## src/rtl/serial_reply_frame_checker_assert.svh

```systemverilog
// Assertion macros shared by the frame checker RTL.
// Clocked on clk and disabled while rst_n is low; no other dependencies.
`ifndef SERIAL_REPLY_FRAME_CHECKER_ASSERT_SVH
`define SERIAL_REPLY_FRAME_CHECKER_ASSERT_SVH

// Check that a property holds on every clock edge out of reset.
`define SRFC_ASSERT(label, prop, msg) \
  label: assert property (@(posedge clk) disable iff (!rst_n) (prop)) else $error(msg);

// Check that a condition implies a consequence in the same cycle.
`define SRFC_ASSERT_IMP(label, ante, cons, msg) \
  label: assert property (@(posedge clk) disable iff (!rst_n) (ante) |-> (cons)) \
    else $error(msg);

// Check that a condition implies a consequence in the next cycle.
`define SRFC_ASSERT_NEXT(label, ante, cons, msg) \
  label: assert property (@(posedge clk) disable iff (!rst_n) (ante) |=> (cons)) \
    else $error(msg);

`endif

```

## src/rtl/srfc_pkg.sv

```systemverilog
// Types, constants and helper functions for the serial reply frame checker.
// Used by every module of the block; depends on nothing.
package srfc_pkg;

  localparam int MAX_FRAME = 560;
  localparam int CNT_W     = $clog2(MAX_FRAME + 1);
  localparam int HDR_LEN   = 10;
  localparam int CRC_FIRST = 6;

  localparam logic [7:0]  SYNC_A        = 8'hEB;
  localparam logic [7:0]  SYNC_B        = 8'h90;
  localparam logic [7:0]  CMD_BYTE      = 8'hA0;
  localparam logic [7:0]  LEN_BYTE      = 8'h2E;
  localparam logic [15:0] DEVICE_ID_RST = 16'h0016;
  localparam logic [9:0]  MIN_BYTES_RST = 10'd51;
  localparam logic [15:0] CRC_POLY      = 16'h1021;

  // Operation carried in the input tuser
  localparam logic OP_BYTE = 1'b0;
  localparam logic OP_GAP  = 1'b1;

  // Frame status codes
  localparam logic [2:0] ST_OK       = 3'd0;
  localparam logic [2:0] ST_SHORT    = 3'd1;
  localparam logic [2:0] ST_HEADER   = 3'd2;
  localparam logic [2:0] ST_CRC      = 3'd3;
  localparam logic [2:0] ST_OVERFLOW = 3'd4;

  // Configuration register indexes
  localparam int          CFG_IDX_W     = 2;
  localparam logic [1:0]  REG_DEVICE_ID = 2'd0;
  localparam logic [1:0]  REG_MIN_BYTES = 2'd1;

  localparam int OUT_DATA_W = 144;

  typedef struct packed {
    logic       op;
    logic [7:0] data;
  } item_t;

  typedef struct packed {
    logic [15:0] device_id;
    logic [9:0]  min_frame_bytes;
  } cfg_t;

  typedef struct packed {
    logic [2:0]  frame_status;
    logic [15:0] battery_voltage_raw;
    logic [17:0] charge_current_sum;
    logic [15:0] pv_voltage_raw;
    logic [15:0] internal_temp_raw;
    logic [15:0] battery_temp_raw;
    logic [7:0]  charger_mode;
    logic [15:0] pv_power_raw;
    logic [31:0] energy_raw;
  } result_t;

  // One byte of CRC-16, polynomial 0x1021, MSB first
  function automatic logic [15:0] crc_update(logic [15:0] crc, logic [7:0] b);
    logic [15:0] c;
    c = crc ^ {b, 8'h00};
    for (int k = 0; k < 8; k++) begin
      c = c[15] ? ({c[14:0], 1'b0} ^ CRC_POLY) : {c[14:0], 1'b0};
    end
    return c;
  endfunction

  // Expected header byte at positions 0 to 9
  function automatic logic [7:0] hdr_byte(logic [3:0] i, logic [15:0] id);
    logic [7:0] v;
    case (i) inside
      4'd0, 4'd2, 4'd4: v = SYNC_A;
      4'd1, 4'd3, 4'd5: v = SYNC_B;
      4'd6:             v = id[7:0];
      4'd7:             v = id[15:8];
      4'd8:             v = CMD_BYTE;
      default:          v = LEN_BYTE;
    endcase
    return v;
  endfunction

endpackage

```

## src/rtl/srfc_frame.sv

```systemverilog
// Per-frame state of the frame checker: byte count, header check, CRC, payload capture.
// Depends on srfc_pkg and serial_reply_frame_checker_assert.svh.
`include "serial_reply_frame_checker_assert.svh"

module srfc_frame (
  input  logic              clk,
  input  logic              rst_n,
  input  srfc_pkg::cfg_t    cfg,
  input  logic              item_valid,
  input  srfc_pkg::item_t   item,
  input  logic              out_free,
  output logic              fire,
  output logic              res_load,
  output srfc_pkg::result_t res
);

  logic [srfc_pkg::CNT_W-1:0] cnt_r, cnt_nxt;
  logic [15:0] crc_r, crc_nxt;
  logic [7:0]  tail_r [3];
  logic [7:0]  tail_nxt [3];
  logic        hdr_ok_r, hdr_ok_nxt;
  logic        ovf_r, ovf_nxt;

  // captured payload words
  logic [15:0] bv_r, bv_nxt;
  logic [15:0] cc0_r, cc0_nxt;
  logic [15:0] cc1_r, cc1_nxt;
  logic [15:0] cc2_r, cc2_nxt;
  logic [15:0] pvv_r, pvv_nxt;
  logic [15:0] itmp_r, itmp_nxt;
  logic [15:0] btmp_r, btmp_nxt;
  logic [7:0]  mode_r, mode_nxt;
  logic [15:0] pvp_r, pvp_nxt;
  logic [31:0] egy_r, egy_nxt;

  logic        is_gap;
  logic [7:0]  b;
  logic [15:0] rx_crc;
  logic        cnt_at_max;

  assign is_gap   = (item.op == srfc_pkg::OP_GAP);
  assign b        = item.data;
  // a gap needs a free output slot, a byte never waits
  assign fire     = item_valid && (!is_gap || out_free);
  assign res_load = fire && is_gap;
  assign rx_crc   = {tail_r[2], tail_r[1]};
  assign cnt_at_max = (cnt_r == srfc_pkg::CNT_W'(srfc_pkg::MAX_FRAME));

  always_comb begin
    res.battery_voltage_raw = bv_r;
    res.charge_current_sum  = {2'b00, cc0_r} + {2'b00, cc1_r} + {2'b00, cc2_r};
    res.pv_voltage_raw      = pvv_r;
    res.internal_temp_raw   = itmp_r;
    res.battery_temp_raw    = btmp_r;
    res.charger_mode        = mode_r;
    res.pv_power_raw        = pvp_r;
    res.energy_raw          = egy_r;
    if (ovf_r) begin
      res.frame_status = srfc_pkg::ST_OVERFLOW;
    end else if (cnt_r < srfc_pkg::CNT_W'(cfg.min_frame_bytes) ||
                 cnt_r < srfc_pkg::CNT_W'(9)) begin
      res.frame_status = srfc_pkg::ST_SHORT;
    end else if (cnt_r < srfc_pkg::CNT_W'(srfc_pkg::HDR_LEN) || !hdr_ok_r) begin
      res.frame_status = srfc_pkg::ST_HEADER;
    end else if (rx_crc != crc_r) begin
      res.frame_status = srfc_pkg::ST_CRC;
    end else begin
      res.frame_status = srfc_pkg::ST_OK;
    end
  end

  always_comb begin
    cnt_nxt    = cnt_r;
    crc_nxt    = crc_r;
    tail_nxt   = tail_r;
    hdr_ok_nxt = hdr_ok_r;
    ovf_nxt    = ovf_r;
    bv_nxt     = bv_r;
    cc0_nxt    = cc0_r;
    cc1_nxt    = cc1_r;
    cc2_nxt    = cc2_r;
    pvv_nxt    = pvv_r;
    itmp_nxt   = itmp_r;
    btmp_nxt   = btmp_r;
    mode_nxt   = mode_r;
    pvp_nxt    = pvp_r;
    egy_nxt    = egy_r;
    if (fire && is_gap) begin
      // result taken: clear the frame
      cnt_nxt    = '0;
      crc_nxt    = '0;
      tail_nxt   = '{default: 8'h00};
      hdr_ok_nxt = 1'b1;
      ovf_nxt    = 1'b0;
      bv_nxt     = '0;
      cc0_nxt    = '0;
      cc1_nxt    = '0;
      cc2_nxt    = '0;
      pvv_nxt    = '0;
      itmp_nxt   = '0;
      btmp_nxt   = '0;
      mode_nxt   = '0;
      pvp_nxt    = '0;
      egy_nxt    = '0;
    end else if (fire) begin
      if (cnt_r >= srfc_pkg::CNT_W'(srfc_pkg::MAX_FRAME)) begin
        // drop the byte, hold the count
        ovf_nxt = 1'b1;
      end else begin
        if (cnt_r < srfc_pkg::CNT_W'(srfc_pkg::HDR_LEN) &&
            b != srfc_pkg::hdr_byte(cnt_r[3:0], cfg.device_id)) begin
          hdr_ok_nxt = 1'b0;
        end
        // the byte leaving the delay line enters the CRC
        if (cnt_r >= srfc_pkg::CNT_W'(srfc_pkg::CRC_FIRST + 3)) begin
          crc_nxt = srfc_pkg::crc_update(crc_r, tail_r[2]);
        end
        tail_nxt[2] = tail_r[1];
        tail_nxt[1] = tail_r[0];
        tail_nxt[0] = b;
        cnt_nxt     = cnt_r + 1'b1;
        case (cnt_r)
          10'd10:  bv_nxt[7:0]     = b;
          10'd11:  bv_nxt[15:8]    = b;
          10'd12:  cc0_nxt[7:0]    = b;
          10'd13:  cc0_nxt[15:8]   = b;
          10'd14:  cc1_nxt[7:0]    = b;
          10'd15:  cc1_nxt[15:8]   = b;
          10'd16:  cc2_nxt[7:0]    = b;
          10'd17:  cc2_nxt[15:8]   = b;
          10'd18:  pvv_nxt[7:0]    = b;
          10'd19:  pvv_nxt[15:8]   = b;
          10'd24:  itmp_nxt[7:0]   = b;
          10'd25:  itmp_nxt[15:8]  = b;
          10'd26:  btmp_nxt[7:0]   = b;
          10'd27:  btmp_nxt[15:8]  = b;
          10'd30:  mode_nxt        = b;
          10'd50:  pvp_nxt[7:0]    = b;
          10'd51:  pvp_nxt[15:8]   = b;
          10'd52:  egy_nxt[7:0]    = b;
          10'd53:  egy_nxt[15:8]   = b;
          10'd54:  egy_nxt[23:16]  = b;
          10'd55:  egy_nxt[31:24]  = b;
          default: ;
        endcase
      end
    end
  end

  always_ff @(posedge clk) begin
    if (!rst_n) begin
      cnt_r    <= '0;
      crc_r    <= '0;
      tail_r   <= '{default: 8'h00};
      hdr_ok_r <= 1'b1;
      ovf_r    <= 1'b0;
      bv_r     <= '0;
      cc0_r    <= '0;
      cc1_r    <= '0;
      cc2_r    <= '0;
      pvv_r    <= '0;
      itmp_r   <= '0;
      btmp_r   <= '0;
      mode_r   <= '0;
      pvp_r    <= '0;
      egy_r    <= '0;
    end else begin
      cnt_r    <= cnt_nxt;
      crc_r    <= crc_nxt;
      tail_r   <= tail_nxt;
      hdr_ok_r <= hdr_ok_nxt;
      ovf_r    <= ovf_nxt;
      bv_r     <= bv_nxt;
      cc0_r    <= cc0_nxt;
      cc1_r    <= cc1_nxt;
      cc2_r    <= cc2_nxt;
      pvv_r    <= pvv_nxt;
      itmp_r   <= itmp_nxt;
      btmp_r   <= btmp_nxt;
      mode_r   <= mode_nxt;
      pvp_r    <= pvp_nxt;
      egy_r    <= egy_nxt;
    end
  end

  `SRFC_ASSERT(a_cnt_bound, cnt_r <= srfc_pkg::CNT_W'(srfc_pkg::MAX_FRAME), "count past limit")
  `SRFC_ASSERT_IMP(a_ovf_full, ovf_r, cnt_at_max, "overflow below limit")
  `SRFC_ASSERT_NEXT(a_gap_clear, res_load, cnt_r == '0 && !ovf_r && hdr_ok_r, "frame not cleared")

endmodule

```

## config.mk

```make
export PLATFORM = sky130hd
export DESIGN_NAME = srfc_frame
export DESIGN_NICKNAME = d
export VERILOG_FILES = /design/src/rtl/srfc_pkg.sv /design/src/rtl/srfc_frame.sv
export VERILOG_INCLUDE_DIRS = /design/src /design/src/rtl
export SDC_FILE = /design/constraint.sdc
export NUM_CORES = 1
export LEC_CHECK = 0
export ABC_AREA = 1
export BUFFER_PORTS_ARGS = -buffer_cell sky130_fd_sc_hd__buf_2
export CAP_MARGIN = 15
export CELL_PAD_IN_SITES_DETAIL_PLACEMENT = 1
export CELL_PAD_IN_SITES_GLOBAL_PLACEMENT = 1
export CORE_MARGIN = 3
export CORE_UTILIZATION = 35
export CTS_BUF_LIST = sky130_fd_sc_hd__clkbuf_4
export DETAILED_ROUTE_END_ITERATION = 10
export PLACE_DENSITY = 0.68
export SKIP_CTS_REPAIR_TIMING = 1
export SLEW_MARGIN = 20
export SYNTH_ARGS = -nofsm -noshare
export SYNTH_HDL_FRONTEND = slang
export SYNTH_SLANG_ARGS = --single-unit
export TNS_END_PERCENT = 50
```

## constraint.sdc

```tcl
create_clock -name clk -period 5.7 [get_ports clk]
set_input_delay 1.14 -clock clk [delete_from_list [all_inputs] [get_ports clk]]
set_output_delay 1.14 -clock clk [all_outputs]
set_load 0.01 [all_outputs]
```

==> flow_summary.json, run 1 <==
{
  "status": "finished clean",
  "place_congestion": 0.8030,
  "synth.distinct_cells": 40,
  "first_pass_iters": 4,
  "start_kind": "flip-flop",
  "cellPowerDensity_nw_per_um2": 268.5,
  "post-route-drc-count": 0,
  "synth_cells": 1216,
  "critPathMaxFanout": 4,
  "dp_hpwl_um": 21110,
  "worstRegToRegCells": 9,
  "fin_crit_ns": 4.349,
  "hold_viol": 0,
  "first_iter_violations": 473,
  "grt_first_pass_wirelength_um": 49200,
  "start_util": 0.3591,
  "synth_top_area_frac": 0.4501,
  "worst_pin_slew_ns": 0.8465,
  "relSlewSlack": 0.4326,
  "yosys_register_bits": 220,
  "finalNetCount": 1472,
  "hold_class": "flip-flop to flip-flop",
  "dp_slack_ns": 1.898,
  "cts.path.max_buffers": 3,
  "fp-row-count": 60,
  "antenna_found_initial": 2,
  "ioPinCount": 182,
  "p_leak_nw": 5.343,
  "clk_pin_slew_worst_paths_ns": 0.07,
  "avgViaCountPerCell": 4.965,
  "crit_arrival_ns": 3.21,
  "finalSetupTns_ns": 0,
  "ir_worst_vdd_uv": 107.7,
  "synth_top_area_cell": "dfxtp_1",
  "syn_area_um2": 9786,
  "fill_cells": 3411,
  "cts-root-buf": "clkbuf_4",
  "cts_tree": "yes",
  "critPathMaxStageDelay_ns": 0.48,
  "synth.area.top_cells": "dfxtp_1, a21oi_1, o21ai_0",
  "layout_commonest_cell": "dfxtp_1",
  "utilization": 0.4264,
  "cts_buffers": 58,
  "crit_chain": "fa_1 > ha_1 > a21oi_1 > nand2_1 > a21boi_0 > o21ai_0 > a31oi_1 > xnor2_1 > buf_2",
  "vias": 8967,
  "synth_warnings": 0,
  "crit_type": "flip-flop to primary output",
  "wl_um": 30430,
  "grt_max_degree": 102,
  "core_area_um2": 27250,
  "cts.sink_count": 220,
  "syn_to_final_growth_pct": 18.76,
  "required_ns": 4.56,
  "finalSetupViolCount": 0,
  "die_height_um": 173.2,
  "crit_slowest_cell": "fa_1",
  "grt_usage": 0.1985,
  "drive_above_1_share": 0.2159,
  "cts.htree.levels": 2,
  "period_share": 0.7629,
  "final_cell_mix": "dfxtp_1, a21oi_1, o21ai_0, buf_2, inv_1",
  "holdPathStages": 2,
  "setup_slack_ns": 1.351,
  "die_x_um": 173.2,
  "critPathCaptureType": "primary output",
  "fin_area_um2": 11620,
  "die-area_um2": 30000,
  "postRouteAntennaNets": 0,
  "grt_pass1_vias": 9268,
  "io_buffers": 181,
  "place_area_um2": 10880,
  "rsz0062_at_grt": "no",
  "fmax_ghz": 0.2300,
  "cap_violations": 0,
  "wl_per_cell_um": 16.85,
  "finClkSkew_ns": 0.07203,
  "synthesis.nets": 1301,
  "overflow": 0,
  "ys_seq_area_frac": 0.4501,
  "avgSynthCellArea_um2": 8.047,
  "slew_viol_final": 0,
  "clk_latency_ns": 0.70
}
==> state kept, by name (all words and copies together), names as in the netlist, 10 cells and up <==
name / cells
itmp_r: 16
bv_r: 16
cnt_r: 10
crc_r: 16
cc2_r: 16
egy_r: 32
cc1_r: 16
cc0_r: 16
pvp_r: 16
btmp_r: 16
rx_crc: 16
pvv_r: 16
==> synth_stat cells (all sizes together) <==
master / instances
a211oi: 25
a21boi: 2
a21o: 1
a21oi: 198
a31oi: 6
buf: 27
clkbuf: 46
clkinv: 1
dfxtp: 220
fa: 17
ha: 29
inv: 135
nand2: 109
nand3: 41
nand3b: 1
nand4: 10
nor2: 92
nor3: 12
nor3b: 2
nor4: 3
o2111ai: 1
o211ai: 1
o21a: 1
o21ai: 188
o31ai: 1
or2: 1
xnor2: 21
xor2: 25
==> per-layer routing <==
metal | up-vias | track usage | share of wire
met5 | - | 0 | 0
met1 | 4297 | 0.2611 | 0.46
met2 | 185 | 0.3340 | 0.47
li1 | 4448 | - | -
met3 | 37 | 0.04008 | 0.046
met4 | 0 | 0.05169 | 0.015
==> cell type report <==
| type | count | area, µm² | share of cell area |
|---|---|---|---|
| clock inverters | 15 | 63.81 | 0.005491 |
| repair buffers | 184 | 940.9 | 0.08096 |
| clock buffers | 89 | 668.1 | 0.05749 |
| multi-input cells | 787 | 4559 | 0.3923 |
| flip-flops and latches | 220 | 4404 | 0.3790 |
| inverters | 136 | 511.7 | 0.04404 |
| diodes | 3 | 7.507 | 0.0006460 |
| well taps | 372 | 465.4 | 0.04005 |
==> worst max-delay path: cells and delay by family, from the launching register on <==
kind            cells  cell delay (ns)
flops               1             0.33
compound gates      4             1.02
simple gates        1             0.09
fa+ha+maj           2             0.84
xor+xnor            1             0.13
buf+inv             1             0.14
==> stage by stage <==
step	total power, mW	hold WS (ns)	instances
3_5_place_dp	1.794	0.4322	1699
6_report	3.120	0.4422	1806
5_1_grt	3.271	0.4719	1805
2_1_floorplan	1.724	0.4293	1216
4_1_cts	3.172	0.4430	1803
3_3_place_gp	1.790	0.4285	1699
==> worst paths after layout <==
path,slack [ns],end,from
worst max-delay path,1.35,res[114],cc0_r[3]
worst min-delay path,0.44,btmp_r[15],btmp_r[15]
worst max register to register,2.55,bv_r[3],cnt_r[6]
worst min register to register,0.44,btmp_r[15],btmp_r[15]
==> power breakdown <==
part           switching (mW)  internal (mW)
sequential            0.00979           1.55
combinational           0.142         0.0562
clock                   0.653          0.709
total                   0.805           2.31
==> cells by family after synthesis <==
kind of cell               count (synthesis)  share of synthesized area
AOI/OAI and AO/OA                        424                     0.2270
and+or+nand+nor                          271                     0.1253
buffers and inverters                    209                    0.08464
DFF                                      220                     0.4501
xor gates and xnor gates                  46                    0.04117
adders and majority gates                 46                    0.07186
(Power assumes the default switching activity.)
==> run 2: changes to the inputs <==
--- a/config.mk
+++ b/config.mk
@@ -15,7 +15,7 @@
 export CORE_UTILIZATION = 35
 export CTS_BUF_LIST = sky130_fd_sc_hd__clkbuf_4
 export DETAILED_ROUTE_END_ITERATION = 10
-export PLACE_DENSITY = 0.68
+export PLACE_DENSITY = 0.71
 export SKIP_CTS_REPAIR_TIMING = 1
 export SLEW_MARGIN = 20
 export SYNTH_ARGS = -nofsm -noshare
==> constraint.sdc (replaced) <==
create_clock -name clk -period 4 [get_ports clk]
set_input_delay 0.8 -clock clk [delete_from_list [all_inputs] [get_ports clk]]
set_output_delay 0.8 -clock clk [all_outputs]
set_load 0.01 [all_outputs]
==> run 2 against run 1 <==
Net effect: register-to-register slack worse by 1.1 ns; critical path type unchanged; via count is 0.10% lower; largest power group unchanged; first-iteration DRC count is 20% lower; critical path depth is 1 higher; global-route usage is 0.10 points higher.
==> flow_summary.json, run 2 (synthesized netlist as in run 1, its figures left out) <==
{
  "finalSetupViolCount": 0,
  "fp-row-count": 60,
  "largest_reg_flops": 32,
  "hold_viol": 0,
  "period_share": 0.9549,
  "first_iter_violations": 377,
  "fin_area_um2": 11670,
  "final_cell_mix": "dfxtp_1, a21oi_1, o21ai_0, buf_2, inv_1",
  "antenna_found_initial": 5,
  "p_leak_nw": 5.355,
  "finalNetCount": 1478,
  "reg2reg_from": "cnt_r[8]",
  "grt_first_pass_wirelength_um": 49510,
  "overflow": 0,
  "top_register": "egy_r",
  "fmax_ghz": 0.2618,
  "final_cells": 1804,
  "worstRegToRegCells": 9,
  "fin_crit_ns": 3.819,
  "first_pass_iters": 5,
  "crit_arrival_ns": 3.02,
  "ioPinCount": 182,
  "start_util": 0.3591,
  "critPathMaxFanout": 3,
  "cts.sink_count": 220,
  "drive_above_1_share": 0.2213,
  "place_congestion": 0.8267,
  "cap_violations": 0,
  "wl_um": 30460,
  "syn_to_final_growth_pct": 19.24,
  "hp-start": "pvp_r[14]",
  "start_kind": "flip-flop",
  "crit_type": "flip-flop to primary output",
  "finalSetupTns_ns": 0,
  "layout_commonest_cell": "dfxtp_1",
  "hold_class": "flip-flop to flip-flop",
  "relSlewSlack": 0.4537,
  "cts_tree": "yes",
  "grt_usage": 0.1995,
  "slew_viol_final": 0,
  "cts.htree.levels": 2,
  "die_height_um": 173.2,
  "critPathCaptureType": "primary output",
  "avgViaCountPerCell": 4.966,
  "crit_end": "res[115]",
  "post-route-drc-count": 0,
  "vias": 8958,
  "io_buffers": 181,
  "clk_pin_slew_worst_paths_ns": 0.06,
  "status": "finished clean",
  "wl_per_cell_um": 16.89,
  "grt_max_degree": 71,
  "reg2reg_setup_slack_ns": 1.41,
  "r2r-end": "btmp_r[1]",
  "place_area_um2": 10920,
  "dp_cells": 1705,
  "worst_pin_slew_ns": 0.8185,
  "core_area_um2": 27250,
  "ir_worst_vdd_uv": 153.7,
  "finClkSkew_ns": 0.04767,
  "postRouteAntennaNets": 0,
  "cts.path.max_buffers": 3,
  "grt_pass1_vias": 9306,
  "dp_hpwl_um": 21320,
  "clk_latency_ns": 0.68,
  "critPathLaunch": "cc0_r[1]",
  "rsz0062_at_grt": "no",
  "cts_buffers": 58,
  "die_x_um": 173.2,
  "cts-root-buf": "clkbuf_4",
  "total_power_mw": 4.446,
  "die-area_um2": 30000,
  "cellPowerDensity_nw_per_um2": 381.0,
  "required_ns": 3.20
}
[run 2: changes by cell type in the layout (fill, tap and decap cells not counted), sizes merged]
| cell | previous run | this run |
|---|---|---|
| buf | 184 | 190 |
| bufinv | 0 | 1 |
| clkbuf | 89 | 86 |
| diode | 3 | 4 |
| inv | 135 | 134 |
| clkinv | 15 | 10 |
| clkinvlp | 1 | 0 |
[run 2: area by class of cell]
cell class / instances / area (µm²)
Fill cell: 3419 / 15580
Antenna cell: 4 / 10.01
Timing Repair Buffer: 190 / 985.9
Clock inverter: 9 / 61.31
Multi-Input combinational cell: 787 / 4583
Tap cell: 372 / 465.4
Clock buffer: 86 / 645.6
Sequential cell: 220 / 4405
Inverter: 136 / 511.7
[run 2: critical path: stages (launching register included)]
cell and delay, ns:
dfxtp_1 0.33, fa_1 0.49, ha_2 0.21, fa_2 0.35, nand3_1 0.10, nand2_2 0.10, a31oi_4 0.20, o21ai_2 0.08
a31oi_1 0.20, xnor2_1 0.14, buf_2 0.15
[run 2: worst min path at each step]
stage                       to  cells past startpoint
detailed placement  btmp_r[14]                      2
global placement     egy_r[10]                      2
global route          egy_r[2]                      2
CTS                 btmp_r[14]                      2
finish               pvp_r[14]                      2
floorplan           tail_r[18]                      2
[run 2: power by group]
part / internal, mW / switching, mW
combinational: 0.0826 / 0.202
sequential: 2.21 / 0.0136
clock: 1.03 / 0.908
[run 2: through the flow]
stage	hold WS [ns]	worst slack [ns]	util
5_1_grt	0.4656	0.01251	0.4281
2_1_floorplan	0.4293	0.9504	-
3_5_place_dp	0.4344	0.5950	0.4007
6_report	0.4416	0.1806	0.4282
4_1_cts	0.4443	-0.1534	0.4267
3_3_place_gp	0.4295	0.6588	0.4007
[run 2: layer usage]
| layer | GRT usage | part of all wire | up-vias |
|---|---|---|---|
| met2 | 0.3400 | 0.49 | 182 |
| met5 | 0 | 0.00089 | - |
| met3 | 0.03876 | 0.044 | 54 |
| met1 | 0.2577 | 0.45 | 4278 |
| li1 | - | - | 4440 |
| met4 | 0.05777 | 0.021 | 4 |
